--- src/hdl/spc_pkg.sv ---
// Shared types, constants and arithmetic helpers for the scan point clustering block.
// Used by spc_front, spc_back and scan_point_clustering_top; depends on nothing.
package spc_pkg;

  localparam int RANGE_W  = 16;
  localparam int ANGLE_W  = 9;
  localparam int ANGLE_LAST = 511;
  localparam int COORD_W  = 17;
  localparam int CFG_W    = 16;
  localparam int CFG_IDX_W = 2;
  localparam int SQ_CFG_W = 32;

  // Q30 sine generator, used at elaboration only
  localparam int Q_BITS = 30;
  localparam logic [63:0] HALF_PI_Q = 64'd1686629713;
  localparam logic [63:0] TAYLOR_DIV [13] = '{
    64'd6, 64'd20, 64'd42, 64'd72, 64'd110, 64'd156, 64'd210,
    64'd272, 64'd342, 64'd420, 64'd506, 64'd600, 64'd702
  };

  typedef enum logic [CFG_IDX_W-1:0] {
    CFG_MAX_RANGE = 2'd0,
    CFG_GAP       = 2'd1,
    CFG_MIN_WIDTH = 2'd2,
    CFG_MAX_WIDTH = 2'd3
  } cfg_idx_e;

  typedef enum logic {
    BK_LOAD   = 1'b0,
    BK_DECIDE = 1'b1
  } bk_state_e;

  typedef struct packed {
    logic [RANGE_W-1:0]  max_range;
    logic [SQ_CFG_W-1:0] gap_sq;
    logic [SQ_CFG_W-1:0] min_sq;
    logic [SQ_CFG_W-1:0] max_sq;
  } cfg_t;

  // One classified sample on its way from front to back
  typedef struct packed {
    logic               keep;
    logic               last;
    logic [COORD_W-1:0] px;
    logic [COORD_W-1:0] py;
  } mid_item_t;

  typedef struct packed {
    logic [COORD_W-1:0] cx;
    logic [COORD_W-1:0] cy;
    logic               valid;
    logic               scan_end;
  } res_t;

  // sin(x) for x in [0, pi/2], argument and result in Q30
  function automatic logic [63:0] sin_q(input logic [63:0] x);
    logic [63:0] term;
    logic [63:0] sum;
    term = x;
    sum  = x;
    for (int k = 1; k <= 13; k++) begin
      term = (term * x) >> Q_BITS;
      term = (term * x) >> Q_BITS;
      term = term / TAYLOR_DIV[k-1];
      if ((k % 2) == 1) begin
        sum = (sum > term) ? sum - term : 64'd0;
      end else begin
        sum = sum + term;
      end
    end
    if (sum > (64'd1 << Q_BITS)) begin
      sum = 64'd1 << Q_BITS;
    end
    return sum;
  endfunction

  // (a + b) / 2 rounded to nearest, ties away from zero
  function automatic logic [COORD_W-1:0] half_round(input logic [COORD_W-1:0] a,
                                                   input logic [COORD_W-1:0] b);
    logic [COORD_W:0]   s;
    logic [COORD_W:0]   mag;
    logic [COORD_W-1:0] m;
    s   = {a[COORD_W-1], a} + {b[COORD_W-1], b};
    mag = s[COORD_W] ? (~s + 1'b1) : s;
    m   = COORD_W'((mag + 1'b1) >> 1);
    return s[COORD_W] ? (~m + 1'b1) : m;
  endfunction

endpackage

--- src/hdl/spc_back.sv ---
// Back part: squared gap and width, cluster open/close decisions, result items.
// Depends on spc_pkg.
module spc_back import spc_pkg::*; (
  input  logic      clk_i,
  input  logic      rst_ni,
  input  cfg_t      cfg_i,
  input  logic      mid_empty_i,
  input  mid_item_t mid_item_i,
  output logic      mid_pop_o,
  input  logic      out_full_i,
  output logic      out_push_o,
  output res_t      out_item_o
);

  localparam int DW = COORD_W + 1;
  localparam int SQW = 2 * DW - 1;

  bk_state_e          state_q, state_d;
  mid_item_t          item_q;
  logic [COORD_W-1:0] prev_x_q, prev_x_d, prev_y_q, prev_y_d;
  logic [COORD_W-1:0] start_x_q, start_x_d, start_y_q, start_y_d;
  logic               prev_valid_q, prev_valid_d;
  logic               open_q, open_d;
  logic [SQW-1:0]     dxsq_q, dysq_q, wxsq_q, wysq_q;

  logic signed [DW-1:0]   dx, dy, wx, wy;
  logic signed [2*DW-1:0] dx_sq, dy_sq, wx_sq, wy_sq;
  logic [SQW:0]           d2, w2;
  logic                   load;
  logic                   report;

  // Next state
  always_comb begin
    state_d = state_q;
    case (state_q)
      BK_LOAD:   if (load) state_d = BK_DECIDE;
      BK_DECIDE: state_d = BK_LOAD;
      default:   state_d = BK_LOAD;
    endcase
  end

  // Outputs
  always_comb begin
    load       = 1'b0;
    out_push_o = 1'b0;
    case (state_q)
      BK_LOAD:   load = !mid_empty_i && !out_full_i;
      BK_DECIDE: out_push_o = report || item_q.last;
      default:   load = 1'b0;
    endcase
  end

  assign mid_pop_o = load;

  // Differences and squares
  always_comb begin
    dx    = $signed({prev_x_q[COORD_W-1], prev_x_q})
          - $signed({mid_item_i.px[COORD_W-1], mid_item_i.px});
    dy    = $signed({prev_y_q[COORD_W-1], prev_y_q})
          - $signed({mid_item_i.py[COORD_W-1], mid_item_i.py});
    wx    = $signed({start_x_q[COORD_W-1], start_x_q})
          - $signed({prev_x_q[COORD_W-1], prev_x_q});
    wy    = $signed({start_y_q[COORD_W-1], start_y_q})
          - $signed({prev_y_q[COORD_W-1], prev_y_q});
    dx_sq = dx * dx;
    dy_sq = dy * dy;
    wx_sq = wx * wx;
    wy_sq = wy * wy;
  end

  // Decide
  always_comb begin
    d2           = {1'b0, dxsq_q} + {1'b0, dysq_q};
    w2           = {1'b0, wxsq_q} + {1'b0, wysq_q};
    report       = 1'b0;
    prev_x_d     = prev_x_q;
    prev_y_d     = prev_y_q;
    start_x_d    = start_x_q;
    start_y_d    = start_y_q;
    prev_valid_d = prev_valid_q;
    open_d       = open_q;
    if (state_q == BK_DECIDE) begin
      if (item_q.keep) begin
        if (prev_valid_q) begin
          if (!open_q && (d2 < (SQW+1)'(cfg_i.gap_sq))) begin
            start_x_d = prev_x_q;
            start_y_d = prev_y_q;
            open_d    = 1'b1;
          end else if (open_q && (d2 > (SQW+1)'(cfg_i.gap_sq))) begin
            report = (w2 > (SQW+1)'(cfg_i.min_sq)) && (w2 < (SQW+1)'(cfg_i.max_sq));
            open_d = 1'b0;
          end
        end
        prev_x_d     = item_q.px;
        prev_y_d     = item_q.py;
        prev_valid_d = 1'b1;
      end
      // Drop everything at scan end
      if (item_q.last) begin
        prev_valid_d = 1'b0;
        open_d       = 1'b0;
      end
    end
  end

  always_comb begin
    out_item_o.cx       = report ? half_round(start_x_q, prev_x_q) : '0;
    out_item_o.cy       = report ? half_round(start_y_q, prev_y_q) : '0;
    out_item_o.valid    = report;
    out_item_o.scan_end = item_q.last;
  end

  always_ff @(posedge clk_i or negedge rst_ni) begin
    if (!rst_ni) begin
      state_q      <= BK_LOAD;
      prev_valid_q <= 1'b0;
      open_q       <= 1'b0;
    end else begin
      state_q      <= state_d;
      prev_valid_q <= prev_valid_d;
      open_q       <= open_d;
    end
  end

  always_ff @(posedge clk_i) begin
    prev_x_q  <= prev_x_d;
    prev_y_q  <= prev_y_d;
    start_x_q <= start_x_d;
    start_y_q <= start_y_d;
    if (load) begin
      item_q <= mid_item_i;
      dxsq_q <= dx_sq[SQW-1:0];
      dysq_q <= dy_sq[SQW-1:0];
      wxsq_q <= wx_sq[SQW-1:0];
      wysq_q <= wy_sq[SQW-1:0];
    end
  end

endmodule

--- config.mk ---
export PLATFORM = sky130hd
export DESIGN_NAME = spc_back
export DESIGN_NICKNAME = d
export VERILOG_FILES = /design/src/hdl/spc_pkg.sv /design/src/hdl/spc_back.sv
export SDC_FILE = /design/constraint.sdc
export NUM_CORES = 2
export LEC_CHECK = 0
export BUFFER_PORTS_ARGS = -buffer_cell sky130_fd_sc_hd__buf_2
export CAP_MARGIN = 20
export CORE_MARGIN = 2
export CORE_UTILIZATION = 44
export DETAILED_ROUTE_END_ITERATION = 10
export PLACE_DENSITY = 0.63
export SYNTH_ARGS = -nofsm -noshare
export SYNTH_HDL_FRONTEND = slang
export SYNTH_SLANG_ARGS = --single-unit
--- constraint.sdc ---
create_clock -name clk_i -period 32.4 [get_ports clk_i]
set_clock_uncertainty 0.1 [all_clocks]
set_input_delay 1.62 -clock clk_i [delete_from_list [all_inputs] [get_ports clk_i]]
set_output_delay 1.62 -clock clk_i [all_outputs]
set_load 0.01 [all_outputs]
==> flow_summary.yaml <==
clock_network:
  cts_max_path_buffers: 3
  cts_resized: 0
  hold_buffers: 0
  cts_sinks: 243
  cts_tree: "done"
  numCtsBuffers: 36
  insertion_delay_ns: 0.61
  cts.clk_slew.worst_paths_ns: 0.06
  cts_max_level: 2
  cts-root-buf: "clkbuf_16"
  cts_setup_buffers: 0
floorplan:
  core_area_um2: 139400
  fp.dieH_um: 378.4
  top_level_ports: 190
  die_width_um: 378.4
  start_util: 0.4427
  dieArea_um2: 143200
  num_rows: 137
timing:
  slew_viol_final: 0
  fin_crit_sh: 0.3610
  tightestPinTransition_ns: 1.110
  period_needed_ns: 11.70
  rsz0062_at_grt: "false"
  clock.fmax_mhz: 85.50
  setup_tns_ns: 0
  hold_violations: 0
  setup_viol: 0
  slew_headroom: 0.2576
  whs_ns: 0.3123
min_path:
  min_path_cells: 0
  min_to: "prev_x_q[16]"
  hp-class: "reg2reg"
  min_from: "item_q[33]"
synth:
  seq_area_frac_synth: 0.1180
  synth_top_cells_by_count: "1678 x inv_1, 1172 x fa_1, 652 x ha_1, 578 x nor2_1, 514 x nand2_1"
  ys_top_cells_by_area: "fa_1 38%, ha_1 13%, edfxtp_1 12%"
  syn_inst: 6669
  yosysMostFrequentCell: "inv_1"
  synth_async_sr_flop_share: 0.01235
  synth_warnings: 0
  syn_area_per_cell_um2: 9.250
  synth-main-ff-cell: "edfxtp_1"
  synth-seq-cells: 243
  syn-cell-area_um2: 61690
  synth_enable_flop_cells: 240
  yosysTopAreaCell: "fa_1"
  synth_top_area_share: 0.3803
  syn-num-nets: 8645
  synth_cell_type_count: 107
drt:
  drtPass1Iterations: 5
  vias: 44890
  via_per_inst: 5.156
  routed_wire_length_per_instance_um: 17.63
  drc_errors: 0
  wl_mm: 153.5
  drt_first_iter_violations: 2725
  antenna_left: 0
critical_path:
  cp_max_fo: 13
  r2r_cells: 40
  reg2reg_to: "wxsq_q[33]"
  critPathArrivalTime_ns: 11.99
  crit_top_cell: "inv_1"
  critPathCaptureType: "flop"
  cp.buffers_inverters: 9
  slowest_delay_ns: 0.88
  critical_path_cell_count: 39
  cp_top_family: "adder cells"
  crit_type: "in2reg"
  r2r_start: "prev_x_q[1]"
  critPathLaunch: "mid_item_i[17]"
  start_kind: "primary input"
  cp_slowest_cell: "xor2_1"
  worstPathRequired_ns: 32.69
  ff2ff_setup_slack_ns: 21.20
finish:
  area_growth_pct: 7.089
  drive_above_1_share: 0.05739
  final_nets: 8780
  diodes: 0
  final_area_um2: 66060
  finish.utilization: 0.4740
place:
  placed_area_um2: 64870
  io_buffers: 173
  place_congestion: 0.9047
  dpl.hpwl_mm: 128.2
global_routing:
  grt_overflow: 0
  track_usage: 0.2239
  grt_max_degree: 147
  antenna_found_initial: 2
  grt_pass1_vias: 48130
  grt_pass1_wl_mm: 252.8
status:
  status: "finished, final reports clean"
flow_run:
  maxCapViolations: 0
## logic make-up (layout without fill, tap and decap cells)
kind of cell    Yosys count  after routing  share of synthesized area
compound gates          778            778                    0.08488
simple gates           1633           1633                     0.1211
xor+xnor                334            334                    0.04825
buf+inv                1844           2005                     0.1130
mux                      13             13                   0.002170
fa+ha+maj              1824           1824                     0.5126
flops                   243            243                     0.1180
## final cells by class
cell class	instances	area, um2
clock buffers	38	929.6
clock inverters	26	259.0
fillers	13360	73300
inverters	1699	6377
multi-input cells	4582	47470
flip-flops and latches	243	7282
well taps	1876	2347
repair buffers	242	1396
## how the worst max path moves through the flow
stage                      end  slack [ns]
finish              dxsq_q[34]       20.70
global route        dxsq_q[34]       20.00
CTS                 dxsq_q[34]       20.71
detailed placement  dxsq_q[33]       20.15
global placement    dxsq_q[33]       20.17
floorplan            mid_pop_o       17.16
## sequential cells by signal (all words and copies together), names as in the netlist
signal	flops
open_q	1
item_q	35
out_item_o	1
wysq_q	34
start_y_q	17
prev_y_q	17
wxsq_q	34
dysq_q	34
start_x_q	17
dxsq_q	34
prev_x_q	17
prev_valid_q	1
state_q	1
## layout by cell type (no fill, tap or decap), drive strengths merged, types with 8 or more instances in the layout
cell     netlist  final
xor2          87     87
buf           30    242
nand2b        70     70
clkbuf       115     38
ha           652    652
or3           27     27
a21o         101    101
o2111ai        9      9
o31ai         28     28
nand4         36     36
clkinv        14     27
a31oi         30     30
a211oi        35     35
mux2i         10     10
a31o           8      8
nor2         578    578
a21boi        27     27
nor2b         71     71
nor3          92     92
a21oi        201    201
xnor2        246    246
edfxtp       240    240
inv         1685   1689
nand2        515    515
o211ai        19     19
fa          1172   1172
or2           30     30
o21a          33     33
and3          33     33
a2111oi       11     11
or4            8      8
nor4          26     26
nand3         69     69
o21ai        151    151
and2          43     43
a221oi        10     10
o21bai        20     20
## layer usage
metal,wire (um),global-route usage,vias up,part of all wire
li1,-,-,21000,-
met1,66050,0.3003,22510,0.43
met2,73340,0.3759,1188,0.48
met3,10560,0.04019,188,0.069
met4,3517,0.05262,2,0.023
met5,20,0,-,0.00013
## metrics by stage
step	setup slack, ns	instances
global placement	20.17	8641
finish	20.70	8706
detailed placement	20.15	8641
global route	20.00	8706
floorplan	17.16	6669
CTS	20.71	8705
Power is not shown: default switching activity piles up to over one toggle a cycle in this logic, so the estimate is an artifact.
