===== config.mk =====
export PLATFORM = sky130hd
export DESIGN_NAME = spc_fifo
export DESIGN_NICKNAME = d
export VERILOG_FILES = /design/src/hdl/spc_fifo.sv
export SDC_FILE = /design/constraint.sdc
export NUM_CORES = 1
export LEC_CHECK = 0
export ABC_AREA = 1
export BUFFER_PORTS_ARGS = -buffer_cell sky130_fd_sc_hd__buf_2
export CAP_MARGIN = 5
export CORE_ASPECT_RATIO = 1.1
export CORE_MARGIN = 2
export CORE_UTILIZATION = 44
export DETAILED_ROUTE_END_ITERATION = 12
export PLACE_DENSITY = 0.71
export SLEW_MARGIN = 10
export SYNTH_ARGS = -nofsm -noshare
export SYNTH_HDL_FRONTEND = slang
export SYNTH_SLANG_ARGS = --single-unit
export TNS_END_PERCENT = 20

===== constraint.sdc =====
create_clock -name clk_i -period 1.4 [get_ports clk_i]
set_input_delay 0.21 -clock clk_i [delete_from_list [all_inputs] [get_ports clk_i]]
set_output_delay 0.21 -clock clk_i [all_outputs]
set_load 0.005 [all_outputs]

===== src/hdl/spc_fifo.sv =====
// Small first-in first-out queue in flip-flops, show-ahead read.
// Generic; no package dependency.
module spc_fifo #(
  parameter int WIDTH = 8,
  parameter int DEPTH = 2
) (
  input  logic             clk_i,
  input  logic             rst_ni,
  input  logic             push_i,
  input  logic [WIDTH-1:0] wdata_i,
  input  logic             pop_i,
  output logic [WIDTH-1:0] rdata_o,
  output logic             full_o,
  output logic             empty_o
);

  localparam int PW = (DEPTH > 1) ? $clog2(DEPTH) : 1;
  localparam int CW = $clog2(DEPTH + 1);

  logic [WIDTH-1:0] mem_q [DEPTH];
  logic [PW-1:0]    wr_ptr_q, wr_ptr_d;
  logic [PW-1:0]    rd_ptr_q, rd_ptr_d;
  logic [CW-1:0]    count_q, count_d;
  logic             do_push, do_pop;

  assign full_o  = (count_q == CW'(DEPTH));
  assign empty_o = (count_q == '0);
  assign do_push = push_i && !full_o;
  assign do_pop  = pop_i && !empty_o;
  assign rdata_o = mem_q[rd_ptr_q];

  always_comb begin
    wr_ptr_d = wr_ptr_q;
    rd_ptr_d = rd_ptr_q;
    count_d  = count_q;
    if (do_push) begin
      wr_ptr_d = (wr_ptr_q == PW'(DEPTH - 1)) ? '0 : wr_ptr_q + 1'b1;
    end
    if (do_pop) begin
      rd_ptr_d = (rd_ptr_q == PW'(DEPTH - 1)) ? '0 : rd_ptr_q + 1'b1;
    end
    if (do_push && !do_pop) begin
      count_d = count_q + 1'b1;
    end else if (do_pop && !do_push) begin
      count_d = count_q - 1'b1;
    end
  end

  always_ff @(posedge clk_i or negedge rst_ni) begin
    if (!rst_ni) begin
      wr_ptr_q <= '0;
      rd_ptr_q <= '0;
      count_q  <= '0;
    end else begin
      wr_ptr_q <= wr_ptr_d;
      rd_ptr_q <= rd_ptr_d;
      count_q  <= count_d;
    end
  end

  always_ff @(posedge clk_i) begin
    if (do_push) begin
      mem_q[wr_ptr_q] <= wdata_i;
    end
  end

endmodule


==> results of run 1 <==
-- layout make-up --
| class | instances | area [um^2] |
|---|---|---|
| Multi-Input combinational cell | 44 | 225 |
| Fill cell | 161 | 711 |
| Clock buffer | 3 | 22.5 |
| Inverter | 8 | 36.3 |
| Tap cell | 18 | 22.5 |
| Timing Repair Buffer | 26 | 158 |
| Clock inverter | 1 | 3.75 |
| Sequential cell | 20 | 583 |
-- through the flow --
step | total power, mW | instance area [um^2] | hold slack (ns) | std cells | worst slack, ns
floorplan | 1.34 | 810 | -0.0856 | 73 | 0.0784
global placement | 1.63 | 955 | 0.0224 | 114 | -0.0110
detailed placement | 1.66 | 955 | 0.0257 | 114 | -0.0997
CTS | 1.96 | 997 | 0.0880 | 119 | -0.00247
global route | 2.23 | 1050 | 0.0780 | 120 | -0.0155
finish | 2.06 | 1050 | 0.0987 | 120 | 0.0691
-- state kept, by name, indices dropped and copies added (netlist names) --
name      count
mem_q        16
count_q       2
rd_ptr_q      1
wr_ptr_q      1
-- routing by layer --
layer	track usage (%)	vias up	part of all wire (%)
met4	7.35	0	0.44
li1	-	294	-
met2	20.8	9	51
met3	2.59	2	3.8
met1	19.9	261	44
met5	0	-	0
-- power by group through the flow --
stage	Clock, mW	Combinational [mW]	Sequential (mW)
after global placement	0	0.700	0.931
final	0.268	0.865	0.923
after CTS	0.281	0.738	0.937
after floorplan	0	0.445	0.897
after global routing	0.304	0.987	0.941
after detailed placement	0	0.723	0.940
-- synthesized netlist by cell type --
master / n / share of area, %
sky130_fd_sc_hd__nand2_1: 33 / 15
sky130_fd_sc_hd__edfxtp_1: 16 / 59
sky130_fd_sc_hd__inv_1: 7 / 3.2
sky130_fd_sc_hd__dfrtp_1: 4 / 12
sky130_fd_sc_hd__nor2_1: 2 / 0.93
sky130_fd_sc_hd__nor2_2: 2 / 1.5
sky130_fd_sc_hd__o21ai_0: 2 / 1.2
sky130_fd_sc_hd__buf_2: 1 / 0.62
sky130_fd_sc_hd__ha_1: 1 / 1.5
sky130_fd_sc_hd__inv_2: 1 / 0.46
sky130_fd_sc_hd__nand3_1: 1 / 0.62
sky130_fd_sc_hd__nand3b_1: 1 / 0.93
sky130_fd_sc_hd__nand4_1: 1 / 0.77
sky130_fd_sc_hd__xnor2_1: 1 / 1.1
-- final timing paths --
| kind | endpoint | depth (start not counted) | from |
|---|---|---|---|
| max in group asynchronous | rd_ptr_q$_DFFE_PN0P_ | 2 | rst_ni |
| min in group asynchronous | wr_ptr_q$_DFFE_PN0N_ | 2 | rst_ni |
| max | rdata_o[6] | 4 | rd_ptr_q$_DFFE_PN0P_ |
| min reg2reg | wr_ptr_q$_DFFE_PN0N_ | 2 | wr_ptr_q$_DFFE_PN0N_ |
| min | mem_q[0][2]$_DFFE_PP_ | 1 | wdata_i[2] |
| max reg2reg | mem_q[0][5]$_DFFE_PP_ | 5 | count_q[1]$_DFFE_PN0P_ |
-- worst max-delay path: cells and delay by family (launching register included) --
kind / cells / cell delay, ns
and+or+nand+nor: 2 / 0.10
DFF: 1 / 0.47
buffers and inverters: 2 / 0.26
-- logic make-up after synthesis --
family / Yosys count
fa+ha+maj: 1
simple gates: 40
buf+inv: 9
xor+xnor: 1
compound gates: 2
flops: 20
-- repair_timing --
action / in CTS / in global routing
endpoints found under the setup margin: 17 / 24
buffers inserted: 0 / 1
endpoints found under the hold margin: 4 / 0
hold buffers: 1 / 0
gates cloned: 0 / 0
pin swaps: 0 / 1
resized for setup: 4 / 8
==> results_tabular.tex, run 1 <==
\begin{tabular}{lr}
\hline
Metric & Value \\
\hline
\multicolumn{2}{l}{\textbf{STA}} \\
\quad Max\_slew headroom & 68.6\% \\
\quad Post-route minimum period & 1.33 ns \\
\quad Post-route clock skew & 0.00482 ns \\
\quad Fmax & 751 MHz \\
\quad Worst Tran Pin Value & 0.466 ns \\
\quad Count of final max-slew check failures & 0 \\
\quad Final setup violating endpoints & 0 \\
\quad Share of the clock period used by the worst path after layout & 95.1\% \\
\quad Hold violation total from the final report & 0 \\
\quad Setup repair after global routing missed its margin & yes \\
\quad Total Neg Setup Slack & 0 ns \\
\multicolumn{2}{l}{\textbf{Drt}} \\
\quad Via density per instance & 4.72 \\
\quad Average routed wire per standard cell & 11.3 um \\
\quad Wirelength, routed & 1360 um \\
\quad Post-route DRC & 0 \\
\quad Number of detailed-routing iterations run before antenna repair & 3 \\
\quad Post-route antenna net violation count & 0 \\
\quad First-iteration detailed-routing DRC count & 8 \\
\quad Routed vias & 566 \\
\multicolumn{2}{l}{\textbf{Floorplan}} \\
\quad Area enclosed by the die boundary & 0.00220 mm\^{}2 \\
\quad Core footprint & 0.00176 mm\^{}2 \\
\quad Overall die width & 44.9 um \\
\quad Die Ht & 49.0 um \\
\quad I/O pin total & 22 \\
\quad FP Rows & 16 \\
\quad Initial cell density of the core & 46.0\% \\
\multicolumn{2}{l}{\textbf{Power}} \\
\quad Fraction of power spent switching nets & 34.8\% \\
\quad Relative contribution of the clock network to total power & 13.0\% \\
\quad Share of total power in combinational logic & 42.1\% \\
\quad Internal Pwr Total & 1.34 mW \\
\quad Sequential cell fraction of total power & 44.9\% \\
\quad Switching power & 0.716 mW \\
\quad Power Dens Cells & 1960 mW/mm\^{}2 \\
\quad Static leakage power & 0.481 nW \\
\quad VDD IR-drop max & 1.14 mV \\
\multicolumn{2}{l}{\textbf{GRT}} \\
\quad Vias in the first global route & 503 \\
\quad Total track usage & 14.2\% \\
\quad First-pass GRT wire length & 2210 um \\
\quad Initial antenna violation count & 0 \\
\quad Pin count of the biggest net entering global routing & 12 \\
\quad GRT Residual Overflow & 0 \\
\multicolumn{2}{l}{\textbf{Layout}} \\
\quad Antenna Diode Count & 0 \\
\quad Final standard cell utilization of the core & 59.7\% \\
\quad Layout overhead on the synthesized area & 29.8\% \\
\quad Most used cells in the layout excluding fill and tap cells & sky130\_fd\_sc\_hd\_\_nand2\_1 (30), sky130\_fd\_sc\_hd\_\_buf\_2 (21), sky130\_fd\_sc\_hd\_\_edfxtp\_1 (16), sky130\_fd\_sc\_hd\_\_inv\_1 (6) \\
\quad Most common cell after layout, fill and taps aside & sky130\_fd\_sc\_hd\_\_nand2\_1 \\
\quad Final net count & 116 \\
\quad Fraction of layout instances using a drive strength above 1 & 39.2\% \\
\multicolumn{2}{l}{\textbf{Clock network}} \\
\quad Insertion delay to the later sink of the worst-skew pair & 0.29 ns \\
\quad Number of levels the H-tree was split into & 1 \\
\quad CTS clock-pin slew for the worst setup and hold paths & 0.11 ns \\
\quad Number of buffers between clock root and the deepest sink & 2 \\
\quad Clock tree sinks & 20 \\
\quad Root buffer selected by CTS & sky130\_fd\_sc\_hd\_\_clkbuf\_4 \\
\quad Number of buffers created by CTS & 3 \\
\quad CTS tree & yes \\
\multicolumn{2}{l}{\textbf{Placed design}} \\
\quad Dpl hpwl & 1000 um \\
\quad Buffers added on ports & 21 \\
\quad Placer's final routability congestion estimate & 0.764 \\
\multicolumn{2}{l}{\textbf{Logic synthesis}} \\
\quad Yosys warnings & 0 \\
\quad Synthesized flop and latch total & 20 \\
\quad Dominant combinational cell family by area after synthesis & simple AND/OR/NAND/NOR gates \\
\quad Distinct cell type count of the synthesized netlist & 14 \\
\quad Count of mapped cells out of synthesis & 73 \\
\quad Proportion of synthesized area in mux cells & 0\% \\
\quad Syn Nets & 86 \\
\quad Average size of a mapped cell & 11.1 um\^{}2 \\
\quad Complex-gate fraction of the synthesized area & 1.24\% \\
\quad Adder-cell share of the synthesized area & 1.55\% \\
\quad Area share of and/or/nand/nor cells after synthesis & 20.1\% \\
\quad Synthesized area & 810 um\^{}2 \\
\quad Post-synthesis sequential area ratio & 71.7\% \\
\quad Synth Area in XOR/XNOR & 1.08\% \\
\multicolumn{2}{l}{\textbf{Critical path}} \\
\quad Critical-path maximum fanout & 7 \\
\quad Crit path required time & 1.19 ns \\
\quad CP dominant cell by count & sky130\_fd\_sc\_hd\_\_nand2\_1 \\
\quad Element type at the critical path start & register \\
\quad CP peak stage delay & 0.47 ns \\
\quad Signal arrival time at the worst endpoint & 1.12 ns \\
\quad Cell with the largest stage delay on the worst path & sky130\_fd\_sc\_hd\_\_dfrtp\_2 \\
\quad Crit path capture type & primary output \\
\quad Cell-by-cell listing of the critical path & buf\_12, nand2\_1, nand2\_1, buf\_2 \\
\quad Type of the worst setup path & reg2out \\
\quad Reg2reg setup slack & 0.09 ns \\
\multicolumn{2}{l}{\textbf{Run status}} \\
\quad Status & finished, final reports clean \\
\multicolumn{2}{l}{\textbf{Run}} \\
\quad Number of maximum-capacitance violations & 0 \\
\multicolumn{2}{l}{\textbf{Min path}} \\
\quad Type of the worst min-delay path & in2reg \\
\hline
\end{tabular}
Note: power is estimated with default switching activity, not from simulation.
==> run 2, diff against run 1 <==
--- a/config.mk
+++ b/config.mk
@@ -10,9 +10,9 @@
 export CAP_MARGIN = 5
 export CORE_ASPECT_RATIO = 1.1
 export CORE_MARGIN = 2
-export CORE_UTILIZATION = 44
+export CORE_UTILIZATION = 45
 export DETAILED_ROUTE_END_ITERATION = 12
-export PLACE_DENSITY = 0.71
+export PLACE_DENSITY = 0.7
 export SLEW_MARGIN = 10
 export SYNTH_ARGS = -nofsm -noshare
 export SYNTH_HDL_FRONTEND = slang
==> constraint.sdc (replaced) <==
create_clock -name clk_i -period 1.6 [get_ports clk_i]
set_input_delay 0.24 -clock clk_i [delete_from_list [all_inputs] [get_ports clk_i]]
set_output_delay 0.24 -clock clk_i [all_outputs]
set_load 0.005 [all_outputs]
==> run 2 against run 1 <==
Compared with the run above: utilization decreased by 2.0 points; sequential cell count unchanged; cell area decreased by 4.5%; clock-buffer cell count unchanged; register-to-register slack improved by 0.06 ns; via count decreased by 1.1%; first-iteration DRC count unchanged; clock skew decreased by 0.00056 ns.
==> results_tabular.tex, run 2 (synthesis results as in run 1) <==
\begin{tabular}{lr}
\hline
Metric & Value \\
\hline
\multicolumn{2}{l}{\textbf{Run status}} \\
\quad Status & finished, final reports clean \\
\multicolumn{2}{l}{\textbf{Critical path}} \\
\quad Type of the worst setup path & reg2reg \\
\quad CP peak stage delay & 0.47 ns (about the same) \\
\quad Critical-path maximum fanout & 7 (unchanged) \\
\quad Number of cells on the worst reg-to-reg path & 6 (+1) \\
\quad Reg2reg setup slack & 0.15 ns (+0.06 ns) \\
\quad CP dominant cell by count & sky130\_fd\_sc\_hd\_\_nand2\_1 \\
\quad Critical path capture point & count\_q[1]\$\_DFFE\_PN0P\_ \\
\quad Worst path depth & 6 (+2) \\
\quad Element type at the critical path start & register \\
\quad Critical register-to-register path endpoint & count\_q[1]\$\_DFFE\_PN0P\_ \\
\quad Cell-by-cell listing of the critical path & o21ai\_0, ha\_1, inv\_1, nand3\_1, nand2\_1, nand2\_1 \\
\quad Worst setup path start & count\_q[0]\$\_DFFE\_PN0P\_ \\
\quad Crit path capture type & register \\
\quad Delay-heaviest family, CP & flip-flops \\
\quad Crit path required time & 1.79 ns (+0.60 ns) \\
\quad Signal arrival time at the worst endpoint & 1.64 ns (+0.52 ns) \\
\quad Cell with the largest stage delay on the worst path & sky130\_fd\_sc\_hd\_\_dfrtp\_1 \\
\quad Launch point of the worst reg-to-reg path & count\_q[0]\$\_DFFE\_PN0P\_ \\
\quad Worst path bufs/invs & 1 (-1) \\
\multicolumn{2}{l}{\textbf{Floorplan}} \\
\quad FP Rows & 16 (unchanged) \\
\quad Initial cell density of the core & 46.5\% (+0.53 points) \\
\quad I/O pin total & 22 (unchanged) \\
\quad Overall die width & 44.4 um (-1.0\%) \\
\quad Die Ht & 48.5 um (-1.0\%) \\
\quad Area enclosed by the die boundary & 0.00215 mm\^{}2 (-2.0\%) \\
\quad Core footprint & 0.00174 mm\^{}2 (-1.1\%) \\
\multicolumn{2}{l}{\textbf{Layout}} \\
\quad Layout overhead on the synthesized area & 24.0\% \\
\quad Antenna Diode Count & 0 (unchanged) \\
\quad Regs by FF count & mem\_q x16, count\_q x2 \\
\quad Number of flip-flops under the largest register name & 16 (unchanged) \\
\quad Fraction of layout instances using a drive strength above 1 & 30.3\% (-8.9 points) \\
\quad Post-Layout Cell Count & 117 (-2.5\%) \\
\quad Most used cells in the layout excluding fill and tap cells & sky130\_fd\_sc\_hd\_\_nand2\_1 (33), sky130\_fd\_sc\_hd\_\_buf\_2 (21), sky130\_fd\_sc\_hd\_\_edfxtp\_1 (16), sky130\_fd\_sc\_hd\_\_inv\_1 (7) \\
\quad Most common cell after layout, fill and taps aside & sky130\_fd\_sc\_hd\_\_nand2\_1 \\
\quad Final net count & 113 (-2.6\%) \\
\quad Top reg by flops & mem\_q \\
\multicolumn{2}{l}{\textbf{Min path}} \\
\quad Type of the worst min-delay path & in2reg \\
\multicolumn{2}{l}{\textbf{Clock network}} \\
\quad \# Post-CTS Setup Buffers & 0 (unchanged) \\
\quad Number of levels the H-tree was split into & 1 (unchanged) \\
\quad CTS clock-pin slew for the worst setup and hold paths & 0.11 ns (about the same) \\
\quad Clock tree sinks & 20 (unchanged) \\
\quad Number of buffers between clock root and the deepest sink & 2 (unchanged) \\
\quad Insertion delay to the later sink of the worst-skew pair & 0.29 ns (about the same) \\
\quad CTS tree & yes \\
\quad Number of buffers created by CTS & 3 (unchanged) \\
\quad Root buffer selected by CTS & sky130\_fd\_sc\_hd\_\_clkbuf\_4 \\
\multicolumn{2}{l}{\textbf{Drt}} \\
\quad Number of detailed-routing iterations run before antenna repair & 4 (+1) \\
\quad Wirelength, routed & 1280 um (-5.4\%) \\
\quad Post-route antenna net violation count & 0 (unchanged) \\
\quad First-iteration detailed-routing DRC count & 8 (unchanged) \\
\quad Routed vias & 560 (-1.1\%) \\
\quad Via density per instance & 4.79 (+1.5\%) \\
\quad Post-route DRC & 0 (unchanged) \\
\quad Average routed wire per standard cell & 11.0 um (-3.0\%) \\
\multicolumn{2}{l}{\textbf{Placed design}} \\
\quad Placed instance count & 112 (-1.8\%) \\
\quad Placer's final routability congestion estimate & 0.733 (-4.2\%) \\
\quad Dpl hpwl & 955 um (-4.7\%) \\
\quad Buffers added on ports & 21 (unchanged) \\
\multicolumn{2}{l}{\textbf{STA}} \\
\quad Fmax & 689 MHz \\
\quad Hold violation total from the final report & 0 (unchanged) \\
\quad Total Neg Setup Slack & 0 ns (unchanged) \\
\quad Setup repair after global routing missed its margin & no \\
\quad Post-route minimum period & 1.45 ns \\
\quad Share of the clock period used by the worst path after layout & 90.7\% \\
\quad Max\_slew headroom & 78.5\% (+9.8 points) \\
\quad Count of final max-slew check failures & 0 (unchanged) \\
\quad Post-route clock skew & 0.00426 ns (-0.000559 ns) \\
\quad Worst Tran Pin Value & 0.320 ns (-0.146 ns) \\
\quad Final setup violating endpoints & 0 (unchanged) \\
\multicolumn{2}{l}{\textbf{Power}} \\
\quad Static leakage power & 0.481 nW (about the same) \\
\quad Power Dens Cells & 1780 mW/mm\^{}2 (-8.9\%) \\
\quad VDD IR-drop max & 0.905 mV (-21\%) \\
\multicolumn{2}{l}{\textbf{Run}} \\
\quad Number of maximum-capacitance violations & 0 (unchanged) \\
\multicolumn{2}{l}{\textbf{GRT}} \\
\quad First-pass GRT wire length & 1980 um (-11\%) \\
\quad Total track usage & 13.0\% (-1.2 points) \\
\quad GRT Residual Overflow & 0 (unchanged) \\
\quad Pin count of the biggest net entering global routing & 13 (+1) \\
\quad Initial antenna violation count & 0 (unchanged) \\
\quad Vias in the first global route & 515 (+2.4\%) \\
\hline
\end{tabular}
==> run 2: worst min path at each step <==
| stage | endpoint | slack (ns) | startpoint | cells past startpoint |
|---|---|---|---|---|
| 2_1_floorplan | count_q[0]$_DFFE_PN0P_ | -0.06 | rst_ni | 0 |
| 3_3_place_gp | count_q[1]$_DFFE_PN0P_ | 0.05 | rst_ni | 1 |
| 3_5_place_dp | count_q[1]$_DFFE_PN0P_ | 0.06 | rst_ni | 1 |
| 4_1_cts | mem_q[0][5]$_DFFE_PP_ | 0.12 | wdata_i[5] | 1 |
| 5_1_grt | mem_q[1][5]$_DFFE_PP_ | 0.11 | wdata_i[5] | 1 |
| 6_report | mem_q[0][5]$_DFFE_PP_ | 0.13 | wdata_i[5] | 1 |
==> run 2: stage by stage <==
stage / setup slack [ns] / utilization, % / power [mW] / cell area, um^2 / hold WS (ns)
global route: 0.0658 / 57.6 / 1.92 / 1000 / 0.113
finish: 0.149 / 57.6 / 1.79 / 1000 / 0.127
detailed placement: 0.196 / 54.0 / 1.41 / 940 / 0.0564
floorplan: 0.278 / - / 1.17 / 810 / -0.0556
global placement: 0.212 / 54.0 / 1.38 / 940 / 0.0533
CTS: 0.0398 / 57.5 / 1.81 / 1000 / 0.118
==> run 2: area by class of cell <==
cell class / instances / area (um^2)
multi-input cells: 44 / 194
fillers: 155 / 738
well taps: 18 / 22.5
repair buffers: 23 / 123
clock buffers: 3 / 22.5
clock inverters: 1 / 30.0
flip-flops and latches: 20 / 582
inverters: 8 / 30.0
==> run 2: layer usage <==
metal,routed length [um],part of all wire [%],vias to the layer above,global-route usage (%)
met4,13,1.0,0,8.08
met3,44,3.4,2,2.24
met5,0,0,-,0
li1,-,-,288,-
met1,581,45,258,13.7
met2,644,50,12,22.8
==> run 2: power breakdown <==
group	internal (mW)	switching [mW]	total, mW
Sequential	0.725	0.102	0.827
Combinational	0.240	0.323	0.562
Clock	0.253	0.147	0.400
Total	1.22	0.571	1.79
==> run 2: timing repair <==
item | 4_1_cts | 5_1_grt
resized for setup | 0 | 1
endpoints found under the hold margin | 4 | 0
hold buffers | 1 | 0
setup endpoints to repair | 0 | 5
==> run 3, diff against run 2 <==
--- a/config.mk
+++ b/config.mk
@@ -13,6 +13,7 @@
 export CORE_UTILIZATION = 45
 export DETAILED_ROUTE_END_ITERATION = 12
 export PLACE_DENSITY = 0.7
+export SETUP_SLACK_MARGIN = 0.2
 export SLEW_MARGIN = 10
 export SYNTH_ARGS = -nofsm -noshare
 export SYNTH_HDL_FRONTEND = slang
==> run 3 against run 2 <==
Compared with the run above: clock skew about the same; sequential power shrank 3.1%; worst setup slack improved by 0.11 ns; global-route usage grew 0.15 points; highest routed layer unchanged; sequential cell count unchanged.
==> results_tabular.tex, run 3 (synthesis results as in run 1) <==
\begin{tabular}{lr}
\hline
Metric & Value \\
\hline
\multicolumn{2}{l}{\textbf{Floorplan}} \\
\quad Overall die width & 44.4 um (unchanged) \\
\quad Core footprint & 0.00174 mm\^{}2 (unchanged) \\
\quad FP Rows & 16 (unchanged) \\
\quad Die Ht & 48.5 um (unchanged) \\
\quad I/O pin total & 22 (unchanged) \\
\quad Initial cell density of the core & 46.5\% (unchanged) \\
\quad Area enclosed by the die boundary & 0.00215 mm\^{}2 (unchanged) \\
\multicolumn{2}{l}{\textbf{Clock network}} \\
\quad CTS tree & yes \\
\quad Number of levels the H-tree was split into & 1 (unchanged) \\
\quad Root buffer selected by CTS & sky130\_fd\_sc\_hd\_\_clkbuf\_4 \\
\quad Insertion delay to the later sink of the worst-skew pair & 0.29 ns (about the same) \\
\quad Clock tree sinks & 20 (unchanged) \\
\quad Number of buffers between clock root and the deepest sink & 2 (unchanged) \\
\quad CTS clock-pin slew for the worst setup and hold paths & 0.11 ns (about the same) \\
\quad Number of buffers created by CTS & 3 (unchanged) \\
\multicolumn{2}{l}{\textbf{Critical path}} \\
\quad Crit path capture type & primary output \\
\quad Worst path depth & 4 (-2) \\
\quad Critical-path maximum fanout & 9 (+2) \\
\quad Element type at the critical path start & register \\
\quad Signal arrival time at the worst endpoint & 1.10 ns (-0.54 ns) \\
\quad Crit path required time & 1.36 ns (-0.43 ns) \\
\quad Worst setup path start & rd\_ptr\_q\$\_DFFE\_PN0P\_ \\
\quad Delay-heaviest family, CP & flip-flops \\
\quad Launch point of the worst reg-to-reg path & count\_q[0]\$\_DFFE\_PN0P\_ \\
\quad Type of the worst setup path & reg2out \\
\quad Number of cells on the worst reg-to-reg path & 6 (unchanged) \\
\quad Worst path bufs/invs & 2 (+1) \\
\quad CP dominant cell by count & sky130\_fd\_sc\_hd\_\_nand2\_1 \\
\quad Reg2reg setup slack & 0.26 ns (+0.11 ns) \\
\quad Cell with the largest stage delay on the worst path & sky130\_fd\_sc\_hd\_\_dfrtp\_2 \\
\quad CP peak stage delay & 0.43 ns (-0.04 ns) \\
\quad Cell-by-cell listing of the critical path & inv\_2, nand2\_1, nand2\_1, buf\_2 \\
\quad Critical register-to-register path endpoint & count\_q[1]\$\_DFFE\_PN0P\_ \\
\multicolumn{2}{l}{\textbf{Layout}} \\
\quad Most used cells in the layout excluding fill and tap cells & sky130\_fd\_sc\_hd\_\_nand2\_1 (33), sky130\_fd\_sc\_hd\_\_buf\_2 (21), sky130\_fd\_sc\_hd\_\_edfxtp\_1 (16), sky130\_fd\_sc\_hd\_\_inv\_1 (6) \\
\quad Number of filler instances in the final layout & 154 (-0.65\%) \\
\quad Number of flip-flops under the largest register name & 16 (unchanged) \\
\quad Final net count & 115 (+1.8\%) \\
\quad Antenna Diode Count & 0 (unchanged) \\
\quad Most common cell after layout, fill and taps aside & sky130\_fd\_sc\_hd\_\_nand2\_1 \\
\quad Layout overhead on the synthesized area & 25.8\% \\
\quad Fraction of layout instances using a drive strength above 1 & 32.7\% (+2.4 points) \\
\quad Regs by FF count & mem\_q x16, count\_q x2 \\
\quad Top reg by flops & mem\_q \\
\multicolumn{2}{l}{\textbf{Power}} \\
\quad Switching power & 0.580 mW (+1.5\%) \\
\quad Static leakage power & 0.489 nW (+1.7\%) \\
\quad Power after layout & 1.83 mW (+2.3\%) \\
\quad Power Dens Cells & 1800 mW/mm\^{}2 (+0.80\%) \\
\quad Share of total power in combinational logic & 34.4\% (+3.0 points) \\
\quad Internal Pwr Total & 1.25 mW (+2.7\%) \\
\quad Fraction of power spent switching nets & 31.7\% (-0.25 points) \\
\quad VDD IR-drop max & 0.943 mV (+4.2\%) \\
\quad Sequential cell fraction of total power & 43.8\% (-2.4 points) \\
\quad Relative contribution of the clock network to total power & 21.8\% (-0.5 points) \\
\multicolumn{2}{l}{\textbf{STA}} \\
\quad Max\_slew headroom & 84.1\% (+5.6 points) \\
\quad Setup repair after global routing missed its margin & yes \\
\quad Hold violation total from the final report & 0 (unchanged) \\
\quad Final setup violating endpoints & 0 (unchanged) \\
\quad Post-route clock skew & 0.00390 ns (-0.000361 ns) \\
\quad Post-route minimum period & 1.34 ns (-0.107 ns) \\
\quad Worst Tran Pin Value & 0.236 ns (-0.0835 ns) \\
\quad Share of the clock period used by the worst path after layout & 84.0\% (-6.7 points) \\
\quad Total Neg Setup Slack & 0 ns (unchanged) \\
\quad Count of final max-slew check failures & 0 (unchanged) \\
\quad Fmax & 744 MHz (+8.0\%) \\
\multicolumn{2}{l}{\textbf{Drt}} \\
\quad First-iteration detailed-routing DRC count & 13 (+5) \\
\quad Average routed wire per standard cell & 10.8 um (-1.7\%) \\
\quad Post-route antenna net violation count & 0 (unchanged) \\
\quad Via density per instance & 4.73 (-1.2\%) \\
\quad Post-route DRC & 0 (unchanged) \\
\quad Routed vias & 563 (+0.54\%) \\
\quad Number of detailed-routing iterations run before antenna repair & 3 (-1) \\
\quad Wirelength, routed & 1280 um (unchanged) \\
\multicolumn{2}{l}{\textbf{Placed design}} \\
\quad Buffers added on ports & 21 (unchanged) \\
\quad Placer's final routability congestion estimate & 0.733 (unchanged) \\
\quad Dpl hpwl & 955 um (unchanged) \\
\multicolumn{2}{l}{\textbf{GRT}} \\
\quad Vias in the first global route & 519 (+0.78\%) \\
\quad GRT Residual Overflow & 0 (unchanged) \\
\quad First-pass GRT wire length & 2010 um (+1.4\%) \\
\quad Total track usage & 13.1\% (+0.15 points) \\
\quad Pin count of the biggest net entering global routing & 13 (unchanged) \\
\quad Initial antenna violation count & 0 (unchanged) \\
\multicolumn{2}{l}{\textbf{Min path}} \\
\quad Hold-critical path endpoint & mem\_q[0][5]\$\_DFFE\_PP\_ \\
\quad Count of cells along the worst hold path & 1 (unchanged) \\
\quad Type of the worst min-delay path & in2reg \\
\quad Min-Delay Startpoint & wdata\_i[5] \\
\multicolumn{2}{l}{\textbf{Run status}} \\
\quad Status & finished, final reports clean \\
\multicolumn{2}{l}{\textbf{Run}} \\
\quad Number of maximum-capacitance violations & 0 (unchanged) \\
\hline
\end{tabular}
[run 3: cell types whose count changed in the layout (fill, tap and decap cells not counted)]
cell / change
sky130_fd_sc_hd__inv_1: -1
sky130_fd_sc_hd__buf_4: +2
sky130_fd_sc_hd__o21ai_1: +1
sky130_fd_sc_hd__inv_2: +1
sky130_fd_sc_hd__o21ai_0: -1
[run 3: per-layer routing]
metal / track usage [%] / wire [um] / vias to the layer above / share of wire, %
met5: 0 / 0 / - / 0
met4: 8.08 / 14 / 0 / 1.1
met3: 2.24 / 45 / 2 / 3.5
met2: 23.5 / 668 / 10 / 52
met1: 13.5 / 556 / 258 / 43
li1: - / - / 293 / -
[run 3: repair_timing]
item	4_1_cts	5_1_grt
pin swaps	0	0
buffers inserted	2	0
hold buffers	1	0
endpoints found under the setup margin	9	14
hold endpoints to repair	4	0
resized for setup	1	2
[run 3: worst max-delay path by stage]
stage | endpoint | slack, ns
detailed placement | count_q[1]$_DFFE_PN0P_ | 0.20
global route | count_q[1]$_DFFE_PN0P_ | 0.16
floorplan | mem_q[1][0]$_DFFE_PP_ | 0.28
global placement | count_q[1]$_DFFE_PN0P_ | 0.21
finish | rdata_o[1] | 0.26
CTS | count_q[1]$_DFFE_PN0P_ | 0.17
[run 3: final cells by class]
class                           count  area [um^2]  share of cell area (%)
Tap cell                           18         22.5                    2.21
Inverter                            8         30.0                    2.95
Timing Repair Buffer               25          138                    13.5
Sequential cell                    20          582                    57.1
Multi-Input combinational cell     44          194                    19.0
Clock inverter                      1         30.0                    2.95
Clock buffer                        3         22.5                    2.21
[run 3: worst reg2reg max path, stage by stage, from the launching register on]
cell	delay, ns
sky130_fd_sc_hd__dfrtp_1	0.47
sky130_fd_sc_hd__o21ai_1	0.23
sky130_fd_sc_hd__ha_1	0.29
sky130_fd_sc_hd__inv_1	0.08
sky130_fd_sc_hd__nand3_1	0.08
sky130_fd_sc_hd__nand2_1	0.06
sky130_fd_sc_hd__nand2_1	0.05
[run 3: metrics by stage]
stage                     hold WS, ns  setup slack, ns  area [um^2]  instances  util, %
after floorplan               -0.0556            0.278          810         73        -
after global placement         0.0533            0.212          940        112     54.0
after detailed placement       0.0564            0.196          940        112     54.0
after CTS                       0.118            0.166         1020        119     58.5
after global routing            0.113            0.156         1020        119     58.5
final                           0.127            0.256         1020        119     58.5
[run 3: power by group through the flow]
stage / logic (mW) / registers (mW) / clock network [mW]
floorplan: 0.390 / 0.785 / 0
global placement: 0.554 / 0.829 / 0
detailed placement: 0.570 / 0.837 / 0
CTS: 0.643 / 0.799 / 0.407
global route: 0.716 / 0.816 / 0.431
finish: 0.630 / 0.801 / 0.399
